### src/sv/hsht_ram.sv
// Generic single-write, single-read RAM with registered read data.
`default_nettype none
module hsht_ram #(
  parameter int WIDTH = 8,
  parameter int DEPTH = 16
) (
  input  wire logic                     clk,
  input  wire logic                     we,
  input  wire logic [$clog2(DEPTH)-1:0] waddr,
  input  wire logic [WIDTH-1:0]         wdata,
  input  wire logic [$clog2(DEPTH)-1:0] raddr,
  output logic      [WIDTH-1:0]         rdata
);

  logic [WIDTH-1:0] mem [DEPTH];

  always_ff @(posedge clk) begin
    if (we) begin
      mem[waddr] <= wdata;
    end
    rdata <= mem[raddr];
  end

endmodule
`default_nettype wire

### config.mk
export PLATFORM = sky130hd
export DESIGN_NAME = hsht_ram
export DESIGN_NICKNAME = d
export VERILOG_FILES = /design/src/sv/hsht_ram.sv
export SDC_FILE = /design/constraint.sdc
export NUM_CORES = 1
export LEC_CHECK = 0
export BUFFER_PORTS_ARGS = -buffer_cell sky130_fd_sc_hd__buf_2
export CORE_ASPECT_RATIO = 0.7
export CORE_MARGIN = 10
export CORE_UTILIZATION = 60
export CTS_BUF_LIST = sky130_fd_sc_hd__clkbuf_8
export DETAILED_ROUTE_END_ITERATION = 8
export GPL_ROUTABILITY_DRIVEN = 0
export HOLD_SLACK_MARGIN = 0.05
export MAX_ROUTING_LAYER = met4
export PLACE_DENSITY = 0.78
export SYNTH_ARGS = -nofsm -noshare
export SYNTH_HDL_FRONTEND = slang
export SYNTH_SLANG_ARGS = --single-unit
### constraint.sdc
create_clock -name clk -period 4.3 [get_ports clk]
set_input_delay 0.645 -clock clk [delete_from_list [all_inputs] [get_ports clk]]
set_output_delay 0.645 -clock clk [all_outputs]
set_load 0.1 [all_outputs]
# Yosys cells after proc, flatten, opt, wreduce, memory -nomap -nowiden
# Memories as Yosys holds them, arrays and structs flattened. A register that Yosys moved wholly into a read port is not among the register bits.
# Index checks and enable logic that the tools add are counted.
# word_totals
regBits,0
latch_bits,0
ramBits,128
romBits,0
elab_cells,3
n_memories,1
# mem_list
name,words,word_bits,read_ports,rd_ports_with_merged_regs,wr,line,rtl
mem,16,8,1,1,1,15,logic [WIDTH-1:0] mem [DEPTH];
# op_classes
n_addsub,0
mul,0
n_div,0
n_lt_le_gt_ge,0
eq_ne,0
n_shift,0
n_mux,2
bitwise_logic,0
n_reduce_logical,0
# ops
cell,count
$mux W1,2

# Longest topological paths before layout
# logic_depth
depth_word,2
ltp_mapped,5
mapped_depth_nobuf,3

# Worst setup path before layout
# Ideal clock, no wire load.
# synth_timing
kind,input port to flip-flop
start,in waddr[2]
end,mem mem[0][0] (enable)
setup_ns,0.383
arrival_ns,1.755
setup_slack_ns,2.162
stages,2
n_path_buf,0
path_cell_list,or3b_2 nor3_1
# synth_rtl
item,line,rtl
start: declaration,9,"input wire logic [$clog2(DEPTH)-1:0] waddr,"
end: declaration,15,
# No word-level cell before the write port.

==> load_flow_metrics.sql <==
INSERT INTO impl_metrics (metric_group, metric, value, unit) VALUES
('critical_path', 'critical_path.max_fanout', '32', ''),
('logic_synthesis', 'synth_cell_types', '19', ''),
('logic_synthesis', 'synth.top_cell.area_share', '74.67', '%'),
('route', 'first_iter_violations', '131', ''),
('sta', 'grt_setup_unrepaired', 'no', ''),
('critical_path', 'endpoint_kind', 'flip-flop', ''),
('critical_path', 'arrival', '2.51', 'ns'),
('layout', 'area_growth_syn_to_layout', '11.11', '%'),
('pwr', 'total_leakage_power', '0.001913', 'uW'),
('critical_path', 'timing.critical_path.required', '4.60', 'ns'),
('floorplanning', 'core_region_area', '8408', 'sq um'),
('global_routing', 'grt_antenna_before_repair', '1', ''),
('floorplanning', 'fp.dieH', '97.50', 'microns'),
('floorplanning', 'fp-row-count', '28', ''),
('route', 'route.final.wire_length', '9231', 'microns'),
('clock_tree', 'cts_tree', 'yes', ''),
('logic_synthesis', 'post_synth_inst_count', '229', ''),
('route', 'detail_route.first_pass.iterations', '4', ''),
('route', 'drt.antenna.violating_nets', '0', ''),
('critical_path', 'timing.setup.critical_path_class', 'in -> reg', ''),
('logic_synthesis', 'synthMuxAreaShare', '15.02', '%'),
('clock_tree', 'cts_sinks', '136', ''),
('placed_design', 'dpl_cell_area', '5338', 'sq um'),
('layout', 'ratio_of_cells_with_drive_above_1_in_the_final_layout', '27.34', '%'),
('clock_tree', 'worst_skew_pair.late_latency', '0.43', 'ns'),
('global_routing', 'grt_start_max_net_pins', '33', ''),
('clock_tree', 'clock_tree.buffer_depth', '2', ''),
('pwr', 'vdd_drop_max', '0.4398', 'mV'),
('floorplanning', 'dieWidth', '130.7', 'microns'),
('logic_synthesis', 'yosysTopAreaCell', 'edfxtp_1', ''),
('clock_tree', 'clock_pin_slew_on_the_worst_setup_and_hold_paths', '0.07', 'ns'),
('logic_synthesis', 'synthesis.area', '5147', 'sq um'),
('layout', 'layout.cells.most_common_list', 'edfxtp_1 (128), buf_2 (25), clkbuf_8 (19), mux4_2 (18), a22oi_1 (16)', ''),
('critical_path', 'r2r_cells', '3', ''),
('sta', 'final_critical_path_setup_slack', '2.086', 'ns'),
('clock_tree', 'postCtsSetupRepairBufs', '0', ''),
('logic_synthesis', 'avgSynthCellArea', '22.48', 'sq um'),
('logic_synthesis', 'ys_ff_latch', '136', ''),
('logic_synthesis', 'yosys_warnings', '0', ''),
('global_routing', 'grt_overflow_total', '0', ''),
('placed_design', 'post-dp-hpwl', '5768', 'microns'),
('critical_path', 'cp_cell_sequence', 'buf_2 > mux4_1 > a22oi_1 > nand2_1', ''),
('global_routing', 'grt_first_pass_wirelength', '14170', 'microns'),
('route', 'detail_route.wl_per_cell', '24.04', 'microns'),
('critical_path', 'critical_path.n_buffers_inverters', '1', ''),
('logic_synthesis', 'post_synth_xor_area_fraction', '0', '%'),
('logic_synthesis', 'synth-compound-area-share', '2.333', '%'),
('logic_synthesis', 'synth-simple-area-share', '3.184', '%'),
('layout', 'final_net_count', '283', ''),
('route', 'vias', '2337', ''),
('logic_synthesis', 'seq_area_frac_synth', '77.78', '%'),
('clock_tree', 'clock_root_buffer', 'clkbuf_8', ''),
('sta', 'slew_viol_final', '0', ''),
('outcome', 'outcome', 'finished clean', ''),
('floorplanning', 'io_pins', '26', ''),
('sta', 'whs', '0.5900', 'ns'),
('job', 'max_cap_violations', '0', ''),
('route', 'detail_route.drc_violations', '0', ''),
('global_routing', 'via_count_of_the_first_global_routing_pass', '2434', ''),
('logic_synthesis', 'synth_top_family_by_area', 'multiplexers', ''),
('clock_tree', 'htree_levels', '4', ''),
('critical_path', 'critical_path.top_delay_family', 'buffers and inverters', ''),
('critical_path', 'startpoint_class', 'primary input', ''),
('pwr', 'power.density', '463.2', 'nW/um^2'),
('sta', 'period_share', '51.48', '%'),
('sta', 'tightestPinTransition', '1.034', 'ns'),
('clock_tree', 'holdBufCountCts', '0', ''),
('critical_path', 'cp_slowest_stage_delay', '0.77', 'ns'),
('logic_synthesis', 'ys_top_cells_by_area', 'edfxtp_1 (75%), mux4_2 (7.9%), mux4_1 (7.1%), dfxtp_1 (3.1%), a22oi_1 (2.3%)', ''),
('sta', 'setup_viol', '0', ''),
('sta', 'fmax_achieved', '451.7', 'MHz');
==> cell type report <==
type / instances / area [sq um] / area share (%)
Sequential cell: 136 / 4004 / 70.01
Clock inverter: 13 / 112.6 / 1.969
Antenna cell: 1 / 2.502 / 0.04375
Clock buffer: 19 / 261.5 / 4.572
Multi-Input combinational cell: 83 / 1067 / 18.66
Tap cell: 105 / 131.4 / 2.297
Timing Repair Buffer: 27 / 140.1 / 2.450
==> stage by stage <==
step,utilization [%],instances
floorplan,-,229
global placement,63.48,351
detailed placement,63.48,351
CTS,67.93,383
global route,68.02,384
finish,68.02,384
==> flip-flops by register name, summed over array words and instances (netlist names) <==
name,count
rdata,8
mem,128
==> worst register-to-register path, cell delays in order (launching register included) <==
cell and delay, ns:
edfxtp_1 0.37, mux4_1 0.53, a22oi_1 0.27, nand2_1 0.14
==> layer usage <==
layer,up-vias,share of wire [%],global-route usage [%]
li1,1043,-,-
met1,1189,43,22.01
met2,103,47,21.95
met3,2,9.1,6.816
met4,0,0.23,4.433
met5,-,0,-
==> final timing paths <==
kind | endpoint | startpoint
hold / removal | mem[6][4] | wdata[4]
setup reg to reg | rdata[0] | mem[1][0]
hold reg to reg | rdata[2] | mem[4][2]
setup / recovery | rdata[0] | raddr[0]
==> cell usage after synthesis (all sizes together) <==
cell type	n
or3b	1
a22oi	16
and2b	1
nand3	1
and2	1
clkdlybuf4s25	3
buf	7
nand2	9
nand2b	2
edfxtp	128
nor2b	1
nor3	4
nor2	13
nand3b	2
dfxtp	8
mux4	32
==> logic make-up (layout without fill, tap and decap cells) <==
family / after synthesis / in the layout
buf+inv: 10 / 59
other cells: 0 / 1
flops: 136 / 136
simple gates: 35 / 35
compound gates: 16 / 16
mux: 32 / 32
==> power breakdown <==
| part | internal, uW | switching (uW) | total, uW | leakage (uW) |
|---|---|---|---|---|
| combinational | 53.1 | 136 | 189 | 0.000483 |
| sequential | 1480 | 8.76 | 1490 | 0.00122 |
| clock | 531 | 440 | 970 | 0.000206 |
Power figures use the tool's default switching activity.
