### config.mk
export PLATFORM = sky130hd
export DESIGN_NAME = hsht_update
export DESIGN_NICKNAME = d
export VERILOG_FILES = /design/src/sv/hsht_pkg.sv /design/src/sv/hsht_update.sv
export SDC_FILE = /design/constraint.sdc
export NUM_CORES = 1
export LEC_CHECK = 0
export ABC_AREA = 1
export BUFFER_PORTS_ARGS = -buffer_cell sky130_fd_sc_hd__buf_2
export CORE_AREA = 2 2 104 106
export DETAILED_ROUTE_END_ITERATION = 8
export DIE_AREA = 0 0 106 108
export GPL_TIMING_DRIVEN = 0
export PLACE_DENSITY = 0.68
export SYNTH_ARGS = -nofsm -noshare
export SYNTH_HDL_FRONTEND = slang
export SYNTH_SLANG_ARGS = --single-unit
### constraint.sdc
create_clock -name vclk -period 4.5
set_clock_uncertainty 0.2 [all_clocks]
set_input_delay 0.675 -clock vclk [all_inputs]
set_output_delay 0.675 -clock vclk [all_outputs]
set_load 0.05 [all_outputs]
### src/sv/hsht_pkg.sv
// Shared types, constants and the slot hash for the hidden-streak hysteresis table.
`default_nettype none
package hsht_pkg;

  localparam int INDEX_BITS  = 14;
  localparam int KEY_BITS    = 48;
  localparam int FRAME_BITS  = 32;
  localparam int STREAK_BITS = 8;
  localparam int HIDE_BITS   = 8;
  localparam int TABLE_DEPTH = 1 << INDEX_BITS;
  localparam int PADDR_BITS  = 2;
  localparam int PDATA_BITS  = 32;

  localparam logic [31:0]            HASH_MUL   = 32'd2654435761;
  localparam logic [STREAK_BITS-1:0] STREAK_MAX = {STREAK_BITS{1'b1}};
  localparam logic [HIDE_BITS-1:0]   HIDE_RESET = 8'd2;

  // register index of hide_frames (word address)
  localparam logic [PADDR_BITS-1:0] REG_HIDE_FRAMES = '0;

  typedef struct packed {
    logic [KEY_BITS-1:0]   object_key;
    logic                  hidden;
    logic [FRAME_BITS-1:0] frame_number;
  } item_t;

  typedef struct packed {
    logic cull;
    logic flip;
    logic deferred;
    logic slot_replaced;
  } result_t;

  typedef struct packed {
    logic [KEY_BITS-1:0]    key;
    logic [FRAME_BITS-1:0]  frame;
    logic [STREAK_BITS-1:0] streak;
    logic                   last_hidden;
  } slot_entry_t;

  localparam int ENTRY_BITS = $bits(slot_entry_t);

  // slot = bits 31..32-INDEX_BITS of ((key >> 4) * HASH_MUL) mod 2^32
  function automatic logic [INDEX_BITS-1:0] slot_of(input logic [KEY_BITS-1:0] key);
    logic [KEY_BITS-1:0] shifted;
    logic [31:0]         prod;
    shifted = key >> 4;
    prod    = shifted[31:0] * HASH_MUL;
    return prod[31 -: INDEX_BITS];
  endfunction

endpackage
`default_nettype wire

### src/sv/hsht_update.sv
// Slot update: compares the stored entry with the item and forms the new entry and verdict.
`default_nettype none
module hsht_update (
  input  wire hsht_pkg::item_t                    item,
  input  wire hsht_pkg::slot_entry_t              old_entry,
  input  wire logic [hsht_pkg::HIDE_BITS-1:0]     hide_frames,
  output hsht_pkg::slot_entry_t                   new_entry,
  output hsht_pkg::result_t                       result
);

  logic                              replace;
  logic                              consec;
  logic [hsht_pkg::FRAME_BITS-1:0]   frame_inc;
  logic [hsht_pkg::STREAK_BITS-1:0]  streak;

  always_comb begin
    replace   = old_entry.key != item.object_key;
    frame_inc = old_entry.frame + 1'b1;
    consec    = frame_inc == item.frame_number;

    if (!item.hidden) begin
      streak = '0;
    end else if (consec) begin
      streak = (old_entry.streak == hsht_pkg::STREAK_MAX) ? hsht_pkg::STREAK_MAX
                                                          : old_entry.streak + 1'b1;
    end else begin
      streak = {{(hsht_pkg::STREAK_BITS-1){1'b0}}, 1'b1};
    end

    new_entry.key         = item.object_key;
    new_entry.frame       = item.frame_number;
    new_entry.last_hidden = item.hidden;

    if (replace) begin
      new_entry.streak     = {{(hsht_pkg::STREAK_BITS-1){1'b0}}, item.hidden};
      result.slot_replaced = 1'b1;
      result.flip          = 1'b0;
      result.deferred      = 1'b0;
      result.cull          = item.hidden && (hide_frames <= 8'd1);
    end else begin
      new_entry.streak     = streak;
      result.slot_replaced = 1'b0;
      result.flip          = consec && (old_entry.last_hidden != item.hidden);
      result.deferred      = item.hidden && (streak < hide_frames);
      result.cull          = item.hidden && (streak >= hide_frames);
    end
  end

endmodule
`default_nettype wire
Word level (Yosys, flattened, before mapping)
Index checks and enable logic that the tools add are counted.
{"block": "totals", "in_bits": 178, "regBits": 0, "latchBits": 0, "output_inout_bits": 93, "mem_bits_rw": 0, "mem_count": 0, "word_cells": 18, "mem_bits_ro": 0}
{"block": "op_classes", "n_eq_ne": 4, "n_mul": 0, "div": 0, "order_cmp": 3, "addsub": 2, "bitwise": 0, "mux": 5, "reduce_logical": 4, "n_shift": 0}
{"op": "!= test 48 bit", "n": 1}
{"op": "adder 32 x 1 -> 32 bit, second input constant", "n": 1}
{"op": "equality test 32 bit", "n": 1}
{"op": "2-to-1 mux 8 bit", "n": 4}
{"op": "adder 8 x 1 -> 8 bit, second input constant", "n": 1}
{"op": "equality test 8 bit, second input constant", "n": 1}
{"op": ">= comparator 8 bit", "n": 1}
{"op": "less-or-equal comparator 8 x 1 -> 1 bit, second input constant", "n": 1}
{"op": "less-than comparator 8 bit", "n": 1}
{"op": "logical AND 1 bit", "n": 4}
{"op": "2-to-1 mux 4 bit", "n": 1}
{"op": "!= test 1 bit", "n": 1}

Depth between registers and ports, before layout
Gate-level depths: netlist of the first run.
{"block": "depth", "ltp_word": 7, "ltp_mapped": 23, "depth_no_buf": 23}

Least setup slack after synthesis of the first run
Ideal clock, no wire load.
{"block": "synth_timing", "path_kind": "input-to-output", "startpoint": "in old_entry[9] (netlist bit)", "endpoint": "out result[1] (netlist bit)", "n_path_buf": 0, "t_arrival_ns": 3.818, "required_time_ns": 3.625, "path_stages": 18, "slack_ns": -0.193, "path_cell_list": "ha_1 nand3_2 inv_2 nand2_2 nor2_4 nand3_1 xor2_1 nand2_1 nand3_1 nor2_4 nand4_1 inv_1 ha_1 a21oi_1 o31ai_1 nand2_1 o211ai_1 nor3b_1"}
{"item": "from (decl)", "line": "hsht_update.sv:5", "text": "input wire hsht_pkg::slot_entry_t old_entry,"}
{"item": "to (decl)", "line": "hsht_update.sv:8", "text": "output hsht_pkg::result_t result"}

==> results of run 1 <==
[synthesized netlist by cell type (3+ instances only)]
cell | count | share of area
xor2_1 | 32 | 0.086
buf_4 | 82 | 0.19
nor2_4 | 6 | 0.021
inv_1 | 77 | 0.089
nand4_1 | 18 | 0.035
ha_1 | 10 | 0.039
nor2_1 | 69 | 0.080
nor4_1 | 3 | 0.0058
nand2_2 | 5 | 0.0096
or2_2 | 3 | 0.0058
nand3b_1 | 8 | 0.019
nand2_1 | 157 | 0.18
xnor2_1 | 39 | 0.11
inv_2 | 3 | 0.0035
o21ai_0 | 6 | 0.0093
a21oi_1 | 8 | 0.012
nand3_1 | 31 | 0.048
nor3_1 | 11 | 0.017
nor2_2 | 7 | 0.013
[worst min-delay path, cell delays in order]
cell	delay, ps
buf_2	110
buf_4	120
buf_2	200
[routing by layer]
layer | global-route usage | vias to the layer above
li1 | - | 2316
met1 | 0.220 | 1934
met2 | 0.378 | 177
met3 | 0.0319 | 14
met4 | 0.0263 | 0
met5 | 0 | -
[power by group]
part / switching [W] / total, W / leakage (nW) / internal [W]
clock: 0 / 0.0000000000297 / 0.00000634 / 0.0000000000297
sequential: 0 / 0 / 0 / 0
combinational: 0.000316 / 0.000519 / 2.91 / 0.000203
total: 0.000316 / 0.000519 / 2.91 / 0.000203
[layout make-up]
class	instances	area (um^2)	share of cell area
multi-input combinational	425	2540	0.496
inverter	80	303	0.0592
timing repair buffer	283	1480	0.289
antenna	1	2.50	0.000489
tap	136	170	0.0333
buffer	84	624	0.122
[cells by family after synthesis]
| family | count (synthesis) |
|---|---|
| AOI/OAI and AO/OA | 20 |
| xor gates and xnor gates | 71 |
| adders and majority gates | 10 |
| buffers and inverters | 164 |
| and+or+nand+nor | 324 |
[worst min path at each step]
stage | endpoint | slack, ps | cells past startpoint
after floorplan | new_entry[0] | 1320 | 1
after global routing | new_entry[23] | 1580 | 3
after detailed placement | new_entry[46] | 1570 | 3
after global placement | new_entry[46] | 1570 | 3
after CTS | new_entry[47] | 1580 | 3
final | new_entry[68] | 1570 | 3
[through the flow]
step / power, W / setup WS [ps] / setup TNS, ps / cell area [um^2] / hold WS [ps]
6_report: 0.000519 / 128 / 0 / 5120 / 1570
5_1_grt: 0.000561 / -126 / -181 / 5110 / 1580
4_1_cts: 0.000505 / -24.0 / -24.0 / 4810 / 1580
3_5_place_dp: 0.000503 / -101 / -173 / 4780 / 1570
3_3_place_gp: 0.000499 / -82.2 / -141 / 4780 / 1570
2_1_floorplan: 0.000331 / 259 / 0 / 3250 / 1320
[timing repair]
action | in CTS | in global routing
endpoints found under the setup margin | 2 | 2
pin swaps | 4 | 29
gates resized for setup | 4 | 66
setup buffers | 3 | 9
==> results.ini, run 1 <==
[sta]
drv_slew = 0
hold_viol = 0
tightest_slew_ps = 426
fmax_ghz = 0.229
rsz0062_at_grt = true
maxSlewHeadroom = 0.716
period_share = 0.971
min_period_ps = 4370
final-setup-viol-count = 0

[drt]
vias = 4441
routedWlPerCell_um = 12.2
ant_nets = 0
totalWireLength_um = 12400
dr.pass1.iters = 4
drt-met1-wl_um = 4830
viasPerCell = 4.40
drtIter0Drc = 179
route.met2.wl_um = 6340
topRoutingLayerUsed = met4
wl_met3_um = 1010
drcViolationCount = 0

[pwr]
p_per_area_mw_per_mm2 = 101
vdd_drop_max_mv = 0.0538
p_leak_nw = 2.91

[layout]
drive_gt1_frac = 0.502
nFillCells = 1128
seq_area_um2 = 0
area_growth_pct = 57.7
fin_nets = 1062
final_util = 0.500
final_cells = 1009
layout_commonest_cell = buf_2
clock_buffers = 0
layout_common_cells = buf_2 (267), nand2_1 (143), buf_4 (94), inv_1 (74), nor2_1 (53)
seq_cells = 0

[place]
placed_cells = 996
gp_congestion = 0.899
portBuffers = 271
place_hpwl_um = 11100

[worst_setup_path]
slowest_delay_ps = 230
critical_path_depth = 24
critPathBufInv = 4
required_ps = 3620
critPathKind = input port to primary output
path_delay_family = simple AND/OR/NAND/NOR gates
crit_end = result[3]
crit_arrival_ps = 3500
start_kind = input port
worst_path_most_repeated_cell = nand2_1
path_cells = buf_2, nand2_1, nor2_2, nand2_1, nor2_2, nand2_2, nand2_2, nand2_2, nand2_2, nand2_1, nor2_1, nand2_1, nor2_4, buf_4, nand4_1, inv_1, ha_1, nand2_1, nor2_2, nand2_1, o211ai_1, nor3_1, nor2_1, buf_6
cp-end-kind = primary output
worstSetupStartpoint = old_entry[28]
cp_max_fo = 6
cp_slowest_cell = ha_1

[synth]
synth_xor_area_frac = 0.192
synth.distinct_cells = 32
synth_fp_nets = 777
synth_top_family_by_area = simple AND/OR/NAND/NOR gates
synth.yosys.warnings = 0
synthMuxAreaShare = 0
syn_inst = 589
syn_area_mm2 = 0.00324
synth-simple-area-share = 0.450
syn_area_per_cell_um2 = 5.51
synthAdderAreaFrac = 0.0386
synth_compound_area_frac = 0.0351
yosysSeqAreaShare = 0

[floorplanning]
start_util = 0.317
fp.dieW_um = 106
core_area_mm2 = 0.0102
boundaryPins = 271
rows = 37
die-area_mm2 = 0.0114
dieHeight_um = 108

[worst_hold_path]
hold_class = input port to primary output
holdCritStartpoint = item[60]

[global_routing]
grt_pass1_wl_um = 18000
grt.overflow.total = 0
antenna_found_initial = 1
grt_max_degree = 11
grt_use_total = 0.192
grt_pass1_vias = 3939

[run]
max_cap_viol_count = 0

[clock_tree]
hold_buffers = 0

[run_status]
status = finished, final reports clean

(Power assumes the default switching activity.)
==> run 2, diff against run 1 <==
--- a/config.mk
+++ b/config.mk
@@ -11,6 +11,7 @@
 export DETAILED_ROUTE_END_ITERATION = 8
 export DIE_AREA = 0 0 106 108
 export GPL_TIMING_DRIVEN = 0
+export MAX_ROUTING_LAYER = met4
 export PLACE_DENSITY = 0.68
 export SYNTH_ARGS = -nofsm -noshare
 export SYNTH_HDL_FRONTEND = slang
==> results.ini, run 2 (synthesis gave the netlist of run 1 again) <==
[worst_setup_path]
required_ps = 3620  ; about the same
cp_slowest_cell = ha_1
worst_path_most_repeated_cell = nand2_1
path_delay_family = simple AND/OR/NAND/NOR gates
critPathKind = input port to primary output
cp-end-kind = primary output
start_kind = input port
crit_arrival_ps = 3460  ; -40 ps
critPathBufInv = 4  ; unchanged
slowest_delay_ps = 230  ; about the same
path_cells = buf_2, nand2_1, nor2_2, nand2_1, nor2_2, nand2_2, nand2_2, nand2_2, nand2_2, nand2_1, nor2_1, nand2_1, nor2_4, buf_4, nand4_1, inv_1, ha_1, nand2_1, nor2_2, nand2_1, o211ai_1, nor3_1, nor2_1, buf_6
cp_max_fo = 6  ; unchanged

[layout]
multi_input_area_mm2 = 0.00254  ; unchanged
fin_nets = 1062  ; unchanged
drive_gt1_frac = 0.502  ; unchanged
seq_cells = 0  ; unchanged
nFillCells = 1128  ; unchanged
layout_commonest_cell = buf_2
postLayoutCellArea_mm2 = 0.00512  ; unchanged
area_growth_pct = 57.7  ; unchanged
clock_buffers = 0  ; unchanged
seq_area_um2 = 0  ; unchanged
layout_common_cells = buf_2 (267), nand2_1 (143), buf_4 (94), inv_1 (74), nor2_1 (53)
final_util = 0.500  ; unchanged

[floorplanning]
fp.dieW_um = 106  ; unchanged
rows = 37  ; unchanged
core_area_mm2 = 0.0102  ; unchanged
boundaryPins = 271  ; unchanged
start_util = 0.317  ; unchanged
die-area_mm2 = 0.0114  ; unchanged
dieHeight_um = 108  ; unchanged

[sta]
hold_viol = 0  ; unchanged
min_period_ps = 4330  ; -39.6 ps
final-setup-viol-count = 0  ; unchanged
period_share = 0.963  ; -0.00880
timing.setup.tns_ps = 0  ; unchanged
hold-worst-slack_ps = 1570  ; unchanged
rsz0062_at_grt = true
maxSlewHeadroom = 0.725  ; +0.00914
tightest_slew_ps = 413  ; -13.7 ps
drv_slew = 0  ; unchanged
fmax_ghz = 0.231  ; +0.91%

[run_status]
status = finished, final reports clean

[drt]
dr.pass1.iters = 4  ; unchanged
viasPerCell = 4.39  ; -0.34%
ant_nets = 0  ; unchanged
totalWireLength_um = 12300  ; -0.19%
drcViolationCount = 0  ; unchanged
drtIter0Drc = 174  ; -2.8%
routedWlPerCell_um = 12.2  ; -0.19%
vias = 4426  ; -0.34%

[clock_tree]
hold_buffers = 0  ; unchanged

[global_routing]
antenna_found_initial = 1  ; unchanged
grt.overflow.total = 0  ; unchanged
grt_pass1_vias = 3939  ; unchanged
grt_pass1_wl_um = 18000  ; -0.16%
grt_max_degree = 11  ; unchanged
grt_use_total = 0.197  ; +0.00547

[worst_hold_path]
hold_class = input port to primary output

[place]
portBuffers = 271  ; unchanged
place_area_mm2 = 0.00478  ; unchanged
gp_congestion = 0.914  ; +1.7%
place_hpwl_um = 11100  ; unchanged

[run]
max_cap_viol_count = 0  ; unchanged

[pwr]
p_leak_nw = 2.91  ; unchanged
p_per_area_mw_per_mm2 = 101  ; about the same
totalPowerFinal_w = 0.000519  ; about the same
vdd_drop_max_mv = 0.0538  ; about the same

-- run 2: cell counts in the layout (fill, tap and decap cells not counted) --
No cell type changed its count.
-- run 2: routing by layer --
metal  part of all wire  global-route usage  vias to the layer above
li1                   -                   -                     2315
met1               0.40               0.221                     1935
met2               0.52               0.378                      164
met3              0.071              0.0295                       12
met4              0.013              0.0263                        0
met5                  0                   -                        -
-- run 2: power breakdown --
group | internal [W] | total, W | switching, W
Clock | 0.0000000000297 | 0.0000000000297 | 0
Sequential | 0 | 0 | 0
Combinational | 0.000203 | 0.000519 | 0.000316
-- run 2: final cells by class --
| cell class | count | area share |
|---|---|---|
| Antenna cell | 1 | 0.000489 |
| Buffer | 84 | 0.122 |
| Inverter | 80 | 0.0592 |
| Multi-Input combinational cell | 425 | 0.496 |
| Tap cell | 136 | 0.0333 |
| Timing Repair Buffer | 283 | 0.289 |
-- run 2: metrics by stage --
step,cells,setup slack (ps)
after detailed placement,996,-101
after CTS,999,-24.0
after global placement,996,-82.2
after global routing,1009,-126
final,1009,168
after floorplan,589,259
-- run 2: worst paths after layout --
| path | from | end | slack [ps] | depth (start not counted) |
|---|---|---|---|---|
| worst max-delay path | old_entry[28] | result[3] | 170 | 24 |
| worst min-delay path | item[60] | new_entry[68] | 1570 | 3 |
-- run 2: what timing repair did --
item / 4_1_cts / 5_1_grt
gates resized for setup: 4 / 66
buffers inserted: 3 / 9
endpoints found under the setup margin: 2 / 2
pin swaps: 4 / 29
==> run 3, diff against run 2 <==
==> config.mk (replaced) <==
export PLATFORM = sky130hd
export DESIGN_NAME = hsht_update
export DESIGN_NICKNAME = d
export VERILOG_FILES = /design/src/sv/hsht_pkg.sv /design/src/sv/hsht_update.sv
export SDC_FILE = /design/constraint.sdc
export NUM_CORES = 1
export LEC_CHECK = 0
export BUFFER_PORTS_ARGS = -buffer_cell sky130_fd_sc_hd__buf_2
export CORE_AREA = 2 2 105 107
export DETAILED_ROUTE_END_ITERATION = 8
export DIE_AREA = 0 0 107 109
export GPL_TIMING_DRIVEN = 0
export MAX_ROUTING_LAYER = met4
export SYNTH_ARGS = -nofsm -noshare
export SYNTH_HDL_FRONTEND = slang
export SYNTH_SLANG_ARGS = --single-unit
==> results.ini, run 3 <==
[run_status]
status = finished, violations left
violations = negative setup slack

[worst_setup_path]
path_cells = buf_8, ha_4, nand4_4, nor4_2, a21oi_1, o211ai_1, o2111a_1, nand4_1, nand3b_4, nor2_2, ha_1, nor2b_1, o21ai_1, nand2b_1, a21oi_2, o21ai_2, o21bai_2, a21oi_4, buf_6
slowest_delay_ps = 330  ; +100 ps
crit_end = result[3]
cp_max_fo = 7  ; +1
critPathKind = input port to primary output
crit_arrival_ps = 3730  ; +270 ps
path_delay_family = compound AO/OA/AOI/OAI gates
required_ps = 3620  ; about the same
critical_path_depth = 19  ; -21%
start_kind = input port
worstSetupStartpoint = old_entry[10]
critPathBufInv = 2  ; -2
cp-end-kind = primary output
cp_slowest_cell = o211ai_1

[synth]
synth.area.top_cells = xnor2_1 (23%), buf_4 (23%), xor2_1 (7.0%)
synth.yosys.warnings = 0  ; unchanged
syn_area_per_cell_um2 = 7.25  ; +32%
synth_fp_nets = 569  ; -27%
yosysMostFrequentCell = buf_4
synth.distinct_cells = 51  ; +59%
ys_top_cells_by_count = buf_4 (83), xnor2_1 (74), nand4_1 (27), nor2_1 (27), xor2_1 (22)
synth.top_cell.area_share = 0.235  ; +0.0450
syn_inst = 381  ; -35%
syn_area_mm2 = 0.00276  ; -15%
yosysSeqAreaShare = 0  ; unchanged
yosys.area.top_type = xnor2_1

[layout]
fin_nets = 854  ; -20%
final_cells = 804  ; -20%
postLayoutCellArea_mm2 = 0.00464  ; -9.4%
area_growth_pct = 67.9
seq_cells = 0  ; unchanged
n_antenna_cell = 0  ; -1
layout_commonest_cell = buf_2
seq_area_um2 = 0  ; unchanged
layout_common_cells = buf_2 (262), buf_4 (95), xnor2_1 (73), nand4_1 (27), nor2_1 (23)
clock_buffers = 0  ; unchanged
drive_gt1_frac = 0.605  ; +0.103

[sta]
min_period_ps = 4600  ; +271 ps
worst_slack_ps = -103  ; -271 ps
hold_viol = 0  ; unchanged
period_share = 1.02  ; +0.0603
tightest_slew_ps = 413  ; +0.714 ps
drv_slew = 0  ; unchanged
timing.setup.tns_ps = -186  ; -186 ps
fmax_ghz = 0.217  ; -5.9%
maxSlewHeadroom = 0.722  ; -0.00302
final-setup-viol-count = 2  ; +2
rsz0062_at_grt = true

[place]
placed_cells = 791  ; -21%
gp_congestion = 0.902  ; -1.3%
place_area_mm2 = 0.00432  ; -9.5%
portBuffers = 270  ; -0.37%
place_hpwl_um = 9440  ; -15%

[pwr]
pwr-share-comb = 1.000  ; about the same
power.share.switching = 0.585  ; -0.0243
vdd_drop_max_mv = 0.0799  ; +48%
p_per_area_mw_per_mm2 = 109  ; +7.7%
intPower_w = 0.000210  ; +3.6%
p_leak_nw = 2.36  ; -19%
switchingPower_w = 0.000296  ; -6.3%
clock_power_share = 0  ; unchanged
pwr-share-seq = 0  ; unchanged
totalPowerFinal_w = 0.000506  ; -2.4%

[run]
max_cap_viol_count = 0  ; unchanged

[global_routing]
grt_use_total = 0.168  ; -0.0285
grt_pass1_vias = 3457  ; -12%
grt.overflow.total = 0  ; unchanged
grt_pass1_wl_um = 15600  ; -13%
grt_max_degree = 11  ; unchanged
antenna_found_initial = 0  ; -1

[floorplanning]
dieHeight_um = 109  ; +0.93%
die-area_mm2 = 0.0117  ; +1.9%
core_area_mm2 = 0.0106  ; +3.6%
fp.dieW_um = 107  ; +0.94%
start_util = 0.260  ; -0.0567
boundaryPins = 271  ; unchanged
rows = 38  ; +2.7%

[drt]
dr.pass1.iters = 4  ; unchanged
drtIter0Drc = 127  ; -27%
totalWireLength_um = 10600  ; -14%
vias = 3617  ; -18%
ant_nets = 0  ; unchanged
viasPerCell = 4.50  ; +2.6%
routedWlPerCell_um = 13.1  ; +7.5%
drcViolationCount = 0  ; unchanged

[worst_hold_path]
hold_class = input port to primary output

[clock_tree]
hold_buffers = 0  ; unchanged

==> run 3: layer usage <==
metal | vias up | wire length [um] | GRT usage
met4 | 0 | 59 | 0.0111
li1 | 1828 | - | -
met3 | 6 | 673 | 0.0161
met2 | 153 | 6000 | 0.357
met5 | - | 0 | -
met1 | 1630 | 3830 | 0.172
==> run 3: power groups by stage <==
stage / Sequential (W) / Clock, W / Combinational [W]
2_1_floorplan: 0 / 0 / 0.000321
3_3_place_gp: 0 / 0 / 0.000485
3_5_place_dp: 0 / 0 / 0.000489
4_1_cts: 0 / 0 / 0.000506
5_1_grt: 0 / 0 / 0.000541
6_report: 0 / 0 / 0.000506
==> run 3: how the worst min path moves through the flow <==
stage                     startpoint      endpoint  slack (ps)  depth (start not counted)
after floorplan             item[32]  new_entry[0]        1320                          1
final                       item[32]  new_entry[0]        1450                          2
after global placement      item[32]  new_entry[0]        1450                          2
after global routing        item[32]  new_entry[0]        1460                          2
after CTS                   item[32]  new_entry[0]        1460                          2
after detailed placement    item[32]  new_entry[0]        1460                          2
==> run 3: per-stage QoR <==
stage	worst slack, ps	utilization	hold slack [ps]
2_1_floorplan	51.1	-	1320
3_3_place_gp	-560	0.408	1450
3_5_place_dp	-606	0.408	1460
4_1_cts	-88.4	0.433	1460
5_1_grt	-271	0.437	1460
6_report	-103	0.437	1450
==> run 3: layout make-up <==
cell class,instances,area (um^2)
Inverter,12,45.0
Timing Repair Buffer,283,1510
Tap cell,140,175
Multi-Input combinational cell,284,2260
Fill cell,1131,5970
Buffer,85,642
==> run 3: logic make-up after synthesis <==
logic type	after synthesis	synth area share
multiplexers	5	0.0190
AND/OR/NAND/NOR	138	0.296
adder cells (fa/ha/maj)	10	0.0453
buffers and inverters	97	0.247
XOR/XNOR	96	0.304
AO/OA/AOI/OAI	35	0.0875
==> run 3: repair_timing <==
action / CTS / global route
gates cloned: 0 / 0
pin swaps: 24 / 6
setup endpoints to repair: 2 / 2
buffers inserted: 12 / 1
resized for setup: 43 / 6
